`src/sv/esd_pkg.sv`:
```
package esd_pkg;

    // Character codes used by the decoder.
    localparam logic [7:0] CH_ZERO      = 8'h30;
    localparam logic [7:0] CH_SEVEN     = 8'h37;
    localparam logic [7:0] CH_BACKSLASH = 8'h5C;
    localparam logic [7:0] CH_N         = 8'h6E;
    localparam logic [7:0] CH_T         = 8'h74;
    localparam logic [7:0] CH_V         = 8'h76;
    localparam logic [7:0] CH_B         = 8'h62;
    localparam logic [7:0] CH_R         = 8'h72;
    localparam logic [7:0] CH_F         = 8'h66;

    // Control bytes that the simple escapes stand for.
    localparam logic [7:0] BYTE_LF  = 8'h0A;
    localparam logic [7:0] BYTE_TAB = 8'h09;
    localparam logic [7:0] BYTE_VT  = 8'h0B;
    localparam logic [7:0] BYTE_BS  = 8'h08;
    localparam logic [7:0] BYTE_CR  = 8'h0D;
    localparam logic [7:0] BYTE_FF  = 8'h0C;

    // Error codes.
    localparam logic ERR_BAD_ESCAPE   = 1'b0;
    localparam logic ERR_UNTERMINATED = 1'b1;

    // Default depth of the queue between the front and the back part.
    localparam int QUEUE_DEPTH_DEF = 4;

    typedef enum logic [3:0] {
        MODE_NORMAL    = 4'b0001,
        MODE_BACKSLASH = 4'b0010,
        MODE_OCTAL1    = 4'b0100,
        MODE_OCTAL2    = 4'b1000
    } mode_t;

    typedef struct packed {
        logic [7:0] byte_out;
        logic       byte_valid;
        logic       error_flag;
        logic       error_code;
        logic       string_done;
    } res_t;

    // Results caused by one input character: one or two.
    typedef struct packed {
        res_t r0;
        res_t r1;
        logic two;
    } pkt_t;

    function automatic res_t mk_byte(input logic [7:0] b);
        res_t r;
        r = '0;
        r.byte_out   = b;
        r.byte_valid = 1'b1;
        return r;
    endfunction

    function automatic res_t mk_err(input logic code);
        res_t r;
        r = '0;
        r.error_flag = 1'b1;
        r.error_code = code;
        return r;
    endfunction

    // Returns {known, byte} for the character after a backslash.
    function automatic logic [8:0] esc_map(input logic [7:0] c);
        logic [8:0] v;
        v = '0;
        unique case (c)
            CH_BACKSLASH: v = {1'b1, CH_BACKSLASH};
            CH_N:         v = {1'b1, BYTE_LF};
            CH_T:         v = {1'b1, BYTE_TAB};
            CH_V:         v = {1'b1, BYTE_VT};
            CH_B:         v = {1'b1, BYTE_BS};
            CH_R:         v = {1'b1, BYTE_CR};
            CH_F:         v = {1'b1, BYTE_FF};
            default:      v = '0;
        endcase
        return v;
    endfunction

endpackage

```
`src/sv/esd_front.sv`:
```
module esd_front (
    input  logic          clk,
    input  logic          rst_n,
    input  logic          in_valid,
    output logic          in_stall,
    input  logic [7:0]    char_in,
    input  logic          end_of_string,
    input  logic          queue_full,
    output logic          push,
    output esd_pkg::pkt_t push_pkt
);
    import esd_pkg::*;

    mode_t       mode_reg;
    mode_t       mode_next;
    logic [8:0]  acc_reg;
    logic [8:0]  acc_next;
    logic        disc_reg;
    logic        disc_next;
    logic        accept;
    logic        is_oct;
    logic [2:0]  digit;
    logic [8:0]  shifted;
    logic [8:0]  esc_v;
    logic        failed;
    logic [1:0]  cnt;
    res_t        res_v [2];

    assign in_stall = queue_full;
    assign accept   = in_valid && !queue_full;
    assign is_oct   = (char_in >= CH_ZERO) && (char_in <= CH_SEVEN);
    assign digit    = char_in[2:0];
    assign shifted  = {acc_reg[5:0], digit};
    assign esc_v    = esc_map(char_in);

    always_comb
    begin
        mode_next = mode_reg;
        acc_next  = acc_reg;
        disc_next = disc_reg;
        failed    = 1'b0;
        cnt       = 2'd0;
        res_v[0]  = '0;
        res_v[1]  = '0;
        if (disc_reg)
        begin
            // The rest of a failed string is dropped; its end gives a marker.
            if (end_of_string)
            begin
                cnt = 2'd1;
            end
        end
        else
        begin
            unique case (mode_reg)
                MODE_NORMAL:
                begin
                    if (char_in == CH_BACKSLASH)
                    begin
                        mode_next = MODE_BACKSLASH;
                    end
                    else
                    begin
                        res_v[0] = mk_byte(char_in);
                        cnt      = 2'd1;
                    end
                end
                MODE_OCTAL1, MODE_OCTAL2:
                begin
                    if (is_oct && mode_reg == MODE_OCTAL1)
                    begin
                        acc_next  = shifted;
                        mode_next = MODE_OCTAL2;
                    end
                    else if (is_oct)
                    begin
                        // Third digit: a value above 255 is dropped silently.
                        acc_next  = shifted;
                        mode_next = MODE_NORMAL;
                        if (!shifted[8])
                        begin
                            res_v[0] = mk_byte(shifted[7:0]);
                            cnt      = 2'd1;
                        end
                    end
                    else
                    begin
                        // Run cut short: emit the value, then decode the
                        // ending character as a normal one.
                        res_v[0]  = mk_byte(acc_reg[7:0]);
                        cnt       = 2'd1;
                        mode_next = MODE_NORMAL;
                        if (char_in == CH_BACKSLASH)
                        begin
                            mode_next = MODE_BACKSLASH;
                        end
                        else
                        begin
                            res_v[1] = mk_byte(char_in);
                            cnt      = 2'd2;
                        end
                    end
                end
                MODE_BACKSLASH:
                begin
                    mode_next = MODE_NORMAL;
                    if (is_oct)
                    begin
                        acc_next  = {6'd0, digit};
                        mode_next = MODE_OCTAL1;
                    end
                    else if (esc_v[8])
                    begin
                        res_v[0] = mk_byte(esc_v[7:0]);
                        cnt      = 2'd1;
                    end
                    else
                    begin
                        res_v[0]  = mk_err(ERR_BAD_ESCAPE);
                        cnt       = 2'd1;
                        failed    = 1'b1;
                        disc_next = 1'b1;
                    end
                end
                default:
                begin
                    mode_next = MODE_NORMAL;
                end
            endcase

            if (end_of_string)
            begin
                if (!failed)
                begin
                    if (mode_next == MODE_BACKSLASH)
                    begin
                        res_v[cnt[0]] = mk_err(ERR_UNTERMINATED);
                        cnt           = cnt + 2'd1;
                    end
                    else if (mode_next == MODE_OCTAL1 || mode_next == MODE_OCTAL2)
                    begin
                        res_v[cnt[0]] = mk_byte(acc_next[7:0]);
                        cnt           = cnt + 2'd1;
                    end
                end
                if (cnt == 2'd0)
                begin
                    cnt = 2'd1;
                end
            end
        end

        if (end_of_string)
        begin
            res_v[cnt[1]].string_done = 1'b1;
            mode_next = MODE_NORMAL;
            acc_next  = '0;
            disc_next = 1'b0;
        end
    end

    assign push         = accept && (cnt != 2'd0);
    assign push_pkt.r0  = res_v[0];
    assign push_pkt.r1  = res_v[1];
    assign push_pkt.two = cnt[1];

    always_ff @(posedge clk or negedge rst_n)
    begin
        if (!rst_n)
        begin
            mode_reg <= MODE_NORMAL;
            acc_reg  <= '0;
            disc_reg <= 1'b0;
        end
        else if (accept)
        begin
            mode_reg <= mode_next;
            acc_reg  <= acc_next;
            disc_reg <= disc_next;
        end
    end

`ifndef SYNTHESIS
    a_eos_clears_state: assert property (@(posedge clk) disable iff (!rst_n)
        accept && end_of_string |=> mode_reg == MODE_NORMAL && !disc_reg)
        else $error("decoder state not cleared after end of string");
`endif

endmodule

```
`src/sv/esd_fifo.sv`:
```
module esd_fifo #(
    parameter int DEPTH = esd_pkg::QUEUE_DEPTH_DEF
) (
    input  logic          clk,
    input  logic          rst_n,
    input  logic          push,
    input  esd_pkg::pkt_t push_pkt,
    input  logic          pop,
    output logic          full,
    output logic          head_valid,
    output esd_pkg::pkt_t head_pkt
);
    import esd_pkg::*;

    localparam int PTR_W = $clog2(DEPTH);
    localparam int CNT_W = $clog2(DEPTH + 1);

    pkt_t             mem [DEPTH];
    logic [PTR_W-1:0] wr_ptr_reg;
    logic [PTR_W-1:0] wr_ptr_next;
    logic [PTR_W-1:0] rd_ptr_reg;
    logic [PTR_W-1:0] rd_ptr_next;
    logic [CNT_W-1:0] count_reg;
    logic [CNT_W-1:0] count_next;

    assign full       = (count_reg == CNT_W'(DEPTH));
    assign head_valid = (count_reg != '0);
    assign head_pkt   = mem[rd_ptr_reg];

    assign wr_ptr_next = (wr_ptr_reg == PTR_W'(DEPTH - 1)) ? '0 : wr_ptr_reg + 1'b1;
    assign rd_ptr_next = (rd_ptr_reg == PTR_W'(DEPTH - 1)) ? '0 : rd_ptr_reg + 1'b1;

    always_comb
    begin
        unique case ({push, pop})
            2'b10:   count_next = count_reg + 1'b1;
            2'b01:   count_next = count_reg - 1'b1;
            default: count_next = count_reg;
        endcase
    end

    always_ff @(posedge clk or negedge rst_n)
    begin
        if (!rst_n)
        begin
            wr_ptr_reg <= '0;
            rd_ptr_reg <= '0;
            count_reg  <= '0;
        end
        else
        begin
            if (push)
            begin
                wr_ptr_reg <= wr_ptr_next;
            end
            if (pop)
            begin
                rd_ptr_reg <= rd_ptr_next;
            end
            count_reg <= count_next;
        end
    end

    always_ff @(posedge clk)
    begin
        if (push)
        begin
            mem[wr_ptr_reg] <= push_pkt;
        end
    end

`ifndef SYNTHESIS
    a_no_push_when_full: assert property (@(posedge clk) disable iff (!rst_n)
        push |-> !full)
        else $error("queue written while full");

    a_no_pop_when_empty: assert property (@(posedge clk) disable iff (!rst_n)
        pop |-> head_valid)
        else $error("queue read while empty");
`endif

endmodule

```
`src/sv/esd_back.sv`:
```
module esd_back (
    input  logic          clk,
    input  logic          rst_n,
    input  logic          head_valid,
    input  esd_pkg::pkt_t head_pkt,
    output logic          pop,
    output logic          out_valid,
    input  logic          out_stall,
    output logic [7:0]    byte_out,
    output logic          byte_valid,
    output logic          error_flag,
    output logic          error_code,
    output logic          string_done
);
    import esd_pkg::*;

    logic sel_reg;
    logic sel_next;
    logic out_valid_reg;
    logic out_valid_next;
    res_t out_reg;
    res_t cur;
    logic load;

    assign cur  = sel_reg ? head_pkt.r1 : head_pkt.r0;
    assign load = head_valid && (!out_valid_reg || !out_stall);
    assign pop  = load && (sel_reg || !head_pkt.two);

    assign sel_next       = load ? (!sel_reg && head_pkt.two) : sel_reg;
    assign out_valid_next = load || (out_valid_reg && out_stall);

    always_ff @(posedge clk or negedge rst_n)
    begin
        if (!rst_n)
        begin
            sel_reg       <= 1'b0;
            out_valid_reg <= 1'b0;
        end
        else
        begin
            sel_reg       <= sel_next;
            out_valid_reg <= out_valid_next;
        end
    end

    always_ff @(posedge clk)
    begin
        if (load)
        begin
            out_reg <= cur;
        end
    end

    assign out_valid   = out_valid_reg;
    assign byte_out    = out_reg.byte_out;
    assign byte_valid  = out_reg.byte_valid;
    assign error_flag  = out_reg.error_flag;
    assign error_code  = out_reg.error_code;
    assign string_done = out_reg.string_done;

`ifndef SYNTHESIS
    a_second_needs_pair: assert property (@(posedge clk) disable iff (!rst_n)
        sel_reg |-> head_valid && head_pkt.two)
        else $error("second result selected without a two-result entry");

    a_byte_or_error: assert property (@(posedge clk) disable iff (!rst_n)
        out_valid_reg |-> !(byte_valid && error_flag))
        else $error("result carries both a byte and an error");
`endif

endmodule

```
`src/sv/escape_sequence_decoder.sv`:
```
// Escape sequence decoder: takes one character per transfer on the input
// channel, with end_of_string on the last character of each string, and
// turns C-style escapes into bytes. A backslash followed by n, t, v, b, r, f
// or a backslash gives the matching control byte, and a backslash followed
// by one to three octal digits gives their value; a three-digit value above
// 255 produces no byte at all. An unknown escape, or a backslash as the last
// character, produces an error result, and the rest of that string is then
// dropped. Every string ends with exactly one result that has string_done
// set; if nothing else is due, that result is an empty marker. The block
// accepts one character every cycle while the queue is not full. A character
// produces zero, one or two results, and the output sends one result per
// cycle while out_stall is low, so a character that ends an octal run and
// is itself emitted yields two results. A front decoder classifies
// characters and queues their results in a small queue (QUEUE_DEPTH entries,
// each holding all results of one character), which stalls the input only
// when it is full; the back part drains the queue through a registered
// output. Each result passes a queue entry and then the output register.
module escape_sequence_decoder #(
    parameter int QUEUE_DEPTH = esd_pkg::QUEUE_DEPTH_DEF
) (
    input  logic       clk,
    input  logic       rst_n,
    input  logic       in_valid,
    output logic       in_stall,
    input  logic [7:0] char_in,
    input  logic       end_of_string,
    output logic       out_valid,
    input  logic       out_stall,
    output logic [7:0] byte_out,
    output logic       byte_valid,
    output logic       error_flag,
    output logic       error_code,
    output logic       string_done
);
    import esd_pkg::*;

    logic queue_full;
    logic push;
    pkt_t push_pkt;
    logic pop;
    logic head_valid;
    pkt_t head_pkt;

    // Front part: the decoding state machine, one character per cycle while the queue is not full.
    esd_front u_front (
        .clk           (clk),
        .rst_n         (rst_n),
        .in_valid      (in_valid),
        .in_stall      (in_stall),
        .char_in       (char_in),
        .end_of_string (end_of_string),
        .queue_full    (queue_full),
        .push          (push),
        .push_pkt      (push_pkt)
    );

    // Queue that decouples decoding from output back pressure.
    esd_fifo #(
        .DEPTH (QUEUE_DEPTH)
    ) u_fifo (
        .clk        (clk),
        .rst_n      (rst_n),
        .push       (push),
        .push_pkt   (push_pkt),
        .pop        (pop),
        .full       (queue_full),
        .head_valid (head_valid),
        .head_pkt   (head_pkt)
    );

    // Back part: sends the queued results one at a time.
    esd_back u_back (
        .clk         (clk),
        .rst_n       (rst_n),
        .head_valid  (head_valid),
        .head_pkt    (head_pkt),
        .pop         (pop),
        .out_valid   (out_valid),
        .out_stall   (out_stall),
        .byte_out    (byte_out),
        .byte_valid  (byte_valid),
        .error_flag  (error_flag),
        .error_code  (error_code),
        .string_done (string_done)
    );

endmodule
```
`config.mk`:
```
export PLATFORM = sky130hd
export DESIGN_NAME = escape_sequence_decoder
export DESIGN_NICKNAME = d
export VERILOG_FILES = /design/src/sv/esd_pkg.sv /design/src/sv/esd_front.sv /design/src/sv/esd_fifo.sv /design/src/sv/esd_back.sv /design/src/sv/escape_sequence_decoder.sv
export SDC_FILE = /design/constraint.sdc
export NUM_CORES = 1
export LEC_CHECK = 0
export BUFFER_PORTS_ARGS = -buffer_cell sky130_fd_sc_hd__buf_4
export CAP_MARGIN = 20
export CORE_AREA = 2 2 135 84
export CTS_BUF_LIST = sky130_fd_sc_hd__clkbuf_8 sky130_fd_sc_hd__clkbuf_16
export DETAILED_ROUTE_END_ITERATION = 8
export DIE_AREA = 0 0 137 86
export PLACE_DENSITY = 0.78
export SYNTH_ARGS = -nofsm -noshare
export SYNTH_HDL_FRONTEND = slang
export SYNTH_HIERARCHICAL = 1
export SYNTH_SLANG_ARGS = --single-unit
```
`constraint.sdc`:
```
create_clock -name clk -period 3.5 [get_ports clk]
set_input_delay 0.35 -clock clk [delete_from_list [all_inputs] [get_ports clk]]
set_output_delay 0.35 -clock clk [all_outputs]
set_load 0.01 [all_outputs]
```
==> results.tsv, run 1 <==
stage	metric	value	unit
place	dp_slack	0.286	ns
setup_path	highest_fanout_seen_on_the_critical_path	13	
setup_path	reg2regPathDepth	11	
yosys	synthesis.area	6330	um2
setup_path	cp-start-kind	flip-flop	
final_layout	fill_cell_count	694	
timing	timing.max_slew.rel_slack	31.8	%
detailed_routing	detail_route.iter0.violations	463	
timing	max_slew.worst_pin.slew	1.02	ns
place	dpl-instance-area	6720	um2
final_layout	layout.cells.most_common	sky130_fd_sc_hd__edfxtp_1	
floorplanning	die-area	11800	um2
setup_path	criticalPathCategory	reg -> reg	
setup_path	r2r_start	u_front/mode_reg[3]	
setup_path	worst_reg_to_reg_setup_slack	0.39	ns
global_routing	grt_max_degree	28	
yosys	synthArstFlopShare	16.4	%
final_layout	post-route-cell-area	7260	um2
timing	maxSlewViolCount	0	
detailed_routing	drt_first_pass_iters	6	
final_layout	ratio_of_cells_with_drive_above_1_in_the_final_layout	29.8	%
setup_path	crit_path_cell_trace	xor2_2, nand2_1, nor4_1, or2_4, o2bb2ai_2, inv_1, ha_1, fa_1, xnor2_1, nor2_1, xor2_1	
detailed_routing	vias_per_cell	6.74	
detailed_routing	drtAntennaViolNets	0	
final_layout	sequential_standard_cell_area	3920	um2
setup_path	arrival	3.44	ns
final_layout	n_antenna_cell	0	
yosys	synth_top_flop_cell	sky130_fd_sc_hd__edfxtp_1	
timing	layout_worst_path_cycle_share	88.8	%
global_routing	met2_usage	40.8	%
place	hpwlAfterDp	10400	um
floorplanning	placementRows	29	
yosys	flops_latches_synth	134	
final_layout	largest_reg_flops	100	
status	outcome	completed	
global_routing	first_global_vias	3938	
clock_network	clk_root_buffer_cell	sky130_fd_sc_hd__clkbuf_16	
yosys	yosys.cell_types.count	79	
floorplanning	die_w	137	um
floorplanning	num_io_pins	27	
floorplanning	fp.dieH	86	um
yosys	syn-num-nets	424	
global_routing	met3_usage_grt	10.5	%
final_layout	area_occupied_by_multi_input_gates	2170	um2
power	vdd_drop_max	0.596	mV
clock_network	cts.path.max_buffers	2	
yosys	synth_edf_count	112	
floorplanning	placeableCoreArea	10500	um2
clock_network	cts.clk_slew.worst_paths	0.06	ns
final_layout	mostFrequentLayoutCells	112 x sky130_fd_sc_hd__edfxtp_1, 45 x sky130_fd_sc_hd__buf_4, 21 x sky130_fd_sc_hd__dfrtp_1	
final_layout	area.growth.synth_to_final	14.7	%
yosys	yosys_warnings	6	
setup_path	crit-reg2reg-capture	u_fifo/count_reg[2]	
place	portBuffers	26	
timing	finalSetupViolCount	0	
global_routing	grt_first_pass_wirelength	23700	um
global_routing	grt-busiest-layer	met2	
floorplanning	floorplan.initialDensity	60.6	%
detailed_routing	via_count	4038	
yosys	synth_cells	404	
timing	timing.final.crit_period	3.11	ns
place	gp_routability_congestion	0.967	
clock_network	tritoncts	yes	
setup_path	required	3.83	ns
timing	post-route-worst-setup-slack	0.392	ns
global_routing	global_route.overflow_total	0	
setup_path	timing.critical_path.slowest_cell_delay	0.62	ns
timing	fin_tns_setup	0	ns
global_routing	grt_use_met1	40.7	%
detailed_routing	totalWireLength	15600	um
timing	timing.fmax	0.322	GHz
min_path	hold_path_class	in -> reg	
clock_network	cts_inserted_buffers	17	
setup_path	crit_slowest_cell	sky130_fd_sc_hd__dfrtp_1	
detailed_routing	route.detailed.wl_per_inst	26.0	um
final_layout	num-nets-final	468	
global_routing	antenna_found_initial	0	
setup_path	endpoint_kind	flip-flop	
clock_network	cts_sinks	134	
flow_run	max-cap-violations	0	
power	static-leakage-power	2.56	nW
yosys	synth_seq_area_share	61.8	%
power	power.density_cell_area	737	nW/um2
detailed_routing	remaining_drc_errors	0	
setup_path	endpoint	u_fifo/count_reg[2]	
setup_path	start_point_of_the_critical_path	u_front/mode_reg[3]	
yosys	avgSynthCellArea	15.7	um2
timing	timing.clock.skew	0.00986	ns
timing	rsz0062_at_grt	false	
global_routing	global_route.usage.total	28.4	%
final_layout	postLayoutCoreUtil	69.5	%
clock_network	clock_latency_at_the_later_pin_of_the_worst_skew_pair	0.40	ns
power	total_power	5.35	mW
timing	count_of_endpoints_failing_hold_in_the_final_timing_report	0	
clock_network	htreeDepth	4	
==> logic make-up (layout without fill, tap and decap cells) <==
group | Yosys count | after routing | synth area share [%]
adder cells (fa/ha/maj) | 8 | 8 | 1.66
multiplexers | 46 | 46 | 13.0
flip-flops | 134 | 134 | 61.8
AND/OR/NAND/NOR | 90 | 90 | 9.13
buffers and inverters | 36 | 92 | 3.95
XOR/XNOR | 8 | 8 | 1.23
AO/OA/AOI/OAI | 82 | 82 | 9.17
==> critical path: cells and delay by family (launching register included) <==
family / cells / cell delay [ns]
AND/OR/NAND/NOR: 4 / 0.93
buffers and inverters: 1 / 0.07
flip-flops: 1 / 0.62
adder cells (fa/ha/maj): 2 / 0.69
AO/OA/AOI/OAI: 1 / 0.11
XOR/XNOR: 3 / 0.62
==> layout make-up <==
class / count / share of cell area, %
clock buffer: 17 / 5.86
tap: 139 / 2.39
clock inverter: 14 / 1.55
inverter: 11 / 0.568
sequential: 134 / 53.9
timing repair buffer: 50 / 5.89
multi-input combinational: 234 / 29.8
==> power by group <==
| group | leakage (nW) | internal [mW] | switching (mW) | total, mW |
|---|---|---|---|---|
| Combinational | 0.975 | 0.723 | 0.707 | 1.43 |
| Clock | 0.266 | 0.965 | 0.644 | 1.61 |
| Sequential | 1.32 | 2.15 | 0.168 | 2.31 |
==> cell usage after synthesis, types with 4 or more instances <==
cell	instances	area [um2]
sky130_fd_sc_hd__a21oi_1	13	65.1
sky130_fd_sc_hd__a22oi_1	10	75.1
sky130_fd_sc_hd__and2_1	9	56.3
sky130_fd_sc_hd__buf_2	6	30.0
sky130_fd_sc_hd__buf_4	4	30.0
sky130_fd_sc_hd__buf_6	8	90.1
sky130_fd_sc_hd__clkbuf_1	5	18.8
sky130_fd_sc_hd__dfrtp_1	21	526
sky130_fd_sc_hd__edfxtp_1	112	3360
sky130_fd_sc_hd__ha_1	6	75.1
sky130_fd_sc_hd__inv_1	11	41.3
sky130_fd_sc_hd__mux2_2	20	225
sky130_fd_sc_hd__mux4_1	7	184
sky130_fd_sc_hd__mux4_2	18	405
sky130_fd_sc_hd__nand2_1	18	67.6
sky130_fd_sc_hd__nand3_1	6	30.0
sky130_fd_sc_hd__nor2_1	10	37.5
sky130_fd_sc_hd__nor2b_1	4	25.0
sky130_fd_sc_hd__nor3_1	5	25.0
sky130_fd_sc_hd__nor3b_1	4	30.0
sky130_fd_sc_hd__nor4_1	4	25.0
sky130_fd_sc_hd__o21ai_0	18	90.1
sky130_fd_sc_hd__xor2_1	4	35.0
==> how the worst min path moves through the flow <==
| stage | to | startpoint | depth (start not counted) |
|---|---|---|---|
| 6_report | u_back/out_valid | out_stall | 2 |
| 5_1_grt | u_back/out_valid | out_stall | 2 |
| 4_1_cts | u_back/out_valid | out_stall | 2 |
| 3_5_place_dp | u_front/acc_reg[2] | rst_n | 1 |
| 3_3_place_gp | u_front/acc_reg[1] | rst_n | 1 |
| 2_1_floorplan | u_back/out_valid | rst_n | 0 |
==> repair_timing <==
action | 4_1_cts | 5_1_grt
gates resized for setup | 0 | 0
setup endpoints to repair | 0 | 0
endpoints found under the hold margin | 21 | 0
hold buffers | 1 | 0
setup buffers | 0 | 0
==> stage by stage <==
| stage | hold slack, ns | std cells |
|---|---|---|
| final | 0.167 | 599 |
| after global routing | 0.158 | 599 |
| after CTS | 0.158 | 599 |
| after detailed placement | 0.271 | 567 |
| after global placement | 0.271 | 567 |
| after floorplan | 0.0544 | 404 |
==> routing by layer <==
metal / vias up / share of wire, % / wire length, um
li1: 1718 / - / -
met1: 2050 / 42 / 6560
met2: 242 / 44 / 6890
met3: 28 / 12 / 1890
met4: 0 / 1.7 / 261
met5: - / 0 / 0
Power figures use the tool's default switching activity.
==> inputs of run 2 (changes only) <==
--- a/config.mk
+++ b/config.mk
@@ -7,11 +7,11 @@
 export LEC_CHECK = 0
 export BUFFER_PORTS_ARGS = -buffer_cell sky130_fd_sc_hd__buf_4
 export CAP_MARGIN = 20
-export CORE_AREA = 2 2 135 84
+export CORE_AREA = 2 2 136 85
 export CTS_BUF_LIST = sky130_fd_sc_hd__clkbuf_8 sky130_fd_sc_hd__clkbuf_16
 export DETAILED_ROUTE_END_ITERATION = 8
-export DIE_AREA = 0 0 137 86
-export PLACE_DENSITY = 0.78
+export DIE_AREA = 0 0 138 87
+export PLACE_DENSITY = 0.77
 export SYNTH_ARGS = -nofsm -noshare
 export SYNTH_HDL_FRONTEND = slang
 export SYNTH_HIERARCHICAL = 1
==> run 2 against run 1 <==
  * Clock power up 5%
  * Via count decreased by 2.4%
  * Final cell count is 1.2% higher
  * Setup slack worse by 0.15 ns
  * Hold slack got worse by 0.0071 ns
  * Combinational power is 4% lower
  * Flip-flop and latch count did not move
  * Fmax down 4.7%
  * Clock skew is 0.0034 ns lower
  * Highest routed layer unchanged
  * Routed wire length decreased by 4.2%
  * Register-to-register slack lost 0.15 ns
  * Sequential power hardly changed
==> results.tsv, run 2 (synthesis results as in run 1) <==
stage	metric	value	unit	change
status	outcome	completed		
setup_path	required	3.83	ns	about the same
floorplanning	placeableCoreArea	10900	um2	+4.2%
final_layout	mostFrequentLayoutCells	112 x sky130_fd_sc_hd__edfxtp_1, 51 x sky130_fd_sc_hd__buf_4, 21 x sky130_fd_sc_hd__dfrtp_1		
timing	layout_worst_path_cycle_share	93.2	%	+4.4 points
detailed_routing	totalWireLength	14900	um	-4.2%
power	power.density_cell_area	741	nW/um2	+0.57%
final_layout	num-nets-final	470		+0.43%
final_layout	layout.cells.non_filler	606		+1.2%
final_layout	postLayoutCoreUtil	66.7	%	-2.8 points
setup_path	timing.critical_path.slowest_cell_delay	0.64	ns	+0.02 ns
clock_network	htreeDepth	4		unchanged
setup_path	cp-start-kind	flip-flop		
setup_path	criticalPathCategory	reg -> reg		
clock_network	clk_root_buffer_cell	sky130_fd_sc_hd__clkbuf_16		
min_path	hold_path_class	in -> reg		
power	static-leakage-power	2.57	nW	+0.39%
global_routing	global_route.usage.total	26.3	%	-2.1 points
flow_run	max-cap-violations	0		unchanged
final_layout	layout.cells.most_common	sky130_fd_sc_hd__edfxtp_1		
global_routing	antenna_found_initial	0		unchanged
place	portBuffers	26		unchanged
floorplanning	die_w	138	um	+0.73%
setup_path	crit_path_cell_trace	or4b_1, a21oi_1, a21oi_1, and4_1, o2bb2ai_2, inv_1, ha_1, fa_1, xnor2_1, nor2_1, xor2_1		
clock_network	cts_sinks	134		unchanged
place	gp_routability_congestion	1.02		+5.5%
timing	timing.final.crit_period	3.26	ns	+0.153 ns
setup_path	endpoint_kind	flip-flop		
detailed_routing	route.detailed.wl_per_inst	24.7	um	-5.3%
place	hpwlAfterDp	9880	um	-4.8%
floorplanning	fp.dieH	87	um	+1.2%
clock_network	clock_latency_at_the_later_pin_of_the_worst_skew_pair	0.41	ns	about the same
global_routing	grt_max_degree	28		unchanged
final_layout	fill_cell_count	768		+11%
power	vdd_drop_max	0.578	mV	-2.9%
detailed_routing	drt_first_pass_iters	6		unchanged
floorplanning	die-area	12000	um2	+1.9%
timing	maxSlewViolCount	0		unchanged
global_routing	global_route.overflow_total	0		unchanged
timing	count_of_endpoints_failing_hold_in_the_final_timing_report	0		unchanged
detailed_routing	remaining_drc_errors	0		unchanged
timing	post-route-worst-setup-slack	0.239	ns	-0.153 ns
timing	timing.clock.skew	0.00648	ns	-0.00337 ns
clock_network	tritoncts	yes		
power	total_power	5.38	mW	+0.50%
place	dpl-instance-area	6690	um2	-0.43%
setup_path	crit_slowest_cell	sky130_fd_sc_hd__or4b_1		
setup_path	highest_fanout_seen_on_the_critical_path	13		unchanged
detailed_routing	detail_route.iter0.violations	495		+6.9%
timing	rsz0062_at_grt	false		
detailed_routing	drtAntennaViolNets	0		unchanged
final_layout	ratio_of_cells_with_drive_above_1_in_the_final_layout	29.7	%	-0.13 points
clock_network	cts_inserted_buffers	17		unchanged
global_routing	grt_first_pass_wirelength	23000	um	-2.7%
final_layout	post-route-cell-area	7260	um2	about the same
place	dpl.cell_count	574		+1.2%
final_layout	n_antenna_cell	0		unchanged
timing	timing.max_slew.rel_slack	33.0	%	+1.2 points
final_layout	largest_reg_flops	100		unchanged
timing	fin_tns_setup	0	ns	unchanged
floorplanning	placementRows	30		+3.4%
floorplanning	num_io_pins	27		unchanged
timing	max_slew.worst_pin.slew	0.999	ns	-0.0183 ns
clock_network	post_cts_resize_count	0		unchanged
floorplanning	floorplan.initialDensity	58.2	%	-2.4 points
timing	timing.fmax	0.307	GHz	-4.7%
timing	whs	0.160	ns	-0.00707 ns
place	dp_slack	0.199	ns	-0.0863 ns
clock_network	cts.clk_slew.worst_paths	0.06	ns	about the same
clock_network	cts.path.max_buffers	2		unchanged
setup_path	crit_path_frequent_cell	sky130_fd_sc_hd__a21oi_1		
detailed_routing	vias_per_cell	6.51		-3.5%
setup_path	arrival	3.59	ns	+0.15 ns
detailed_routing	via_count	3943		-2.4%
timing	finalSetupViolCount	0		unchanged
global_routing	first_global_vias	3830		-2.7%
final_layout	area.growth.synth_to_final	14.6	%	about the same
## run 2: metal layers
layer,GRT usage [%],vias to the layer above,wire length [um]
met5,0,-,0
met2,38.1,194,6610
met3,9.73,24,1590
li1,-,1721,-
met1,38.0,2004,6550
met4,6.86,0,184
## run 2: path summary, 6_finish.rpt
| check | slack (ns) | endpoint | startpoint | cells past startpoint |
|---|---|---|---|---|
| setup / recovery | 0.24 | u_fifo/count_reg[2] | u_front/mode_reg[3] | 11 |
| hold / removal | 0.16 | u_back/out_valid | out_stall | 2 |
| setup reg to reg | 0.24 | u_fifo/count_reg[2] | u_front/mode_reg[3] | 11 |
| hold reg to reg | 0.51 | u_fifo/count_reg[2] | u_fifo/count_reg[2] | 1 |
| max in group asynchronous | 2.85 | u_front/mode_reg[0] | rst_n | 2 |
| min in group asynchronous | 0.37 | u_fifo/count_reg[0] | rst_n | 2 |
## run 2: power breakdown
group | leakage, nW | total [mW] | switching [mW] | internal, mW
Combinational | 0.975 | 1.37 | 0.685 | 0.688
Clock | 0.276 | 1.69 | 0.655 | 1.04
Sequential | 1.32 | 2.31 | 0.167 | 2.15
Total | 2.57 | 5.38 | 1.51 | 3.87
## run 2: area by class of cell
| cell class | count | area (um2) | area share [%] |
|---|---|---|---|
| Clock buffer | 17 | 425 | 5.86 |
| Clock inverter | 14 | 136 | 1.88 |
| Inverter | 11 | 41.3 | 0.569 |
| Multi-Input combinational cell | 234 | 2170 | 29.9 |
| Sequential cell | 134 | 3920 | 53.9 |
| Tap cell | 144 | 180 | 2.48 |
| Timing Repair Buffer | 52 | 393 | 5.41 |
## run 2: worst max-delay path, delay by kind of cell, from the launching register on
kind	cells	cell delay, ns
AND/OR/NAND/NOR	3	1.02
adder cells (fa/ha/maj)	2	0.69
flip-flops	1	0.54
AO/OA/AOI/OAI	3	0.54
XOR/XNOR	2	0.31
buffers and inverters	1	0.10
## run 2: timing repair
item,4_1_cts,5_1_grt
setup buffers,0,0
hold buffers,1,0
endpoints found under the setup margin,0,0
hold endpoints to repair,21,0
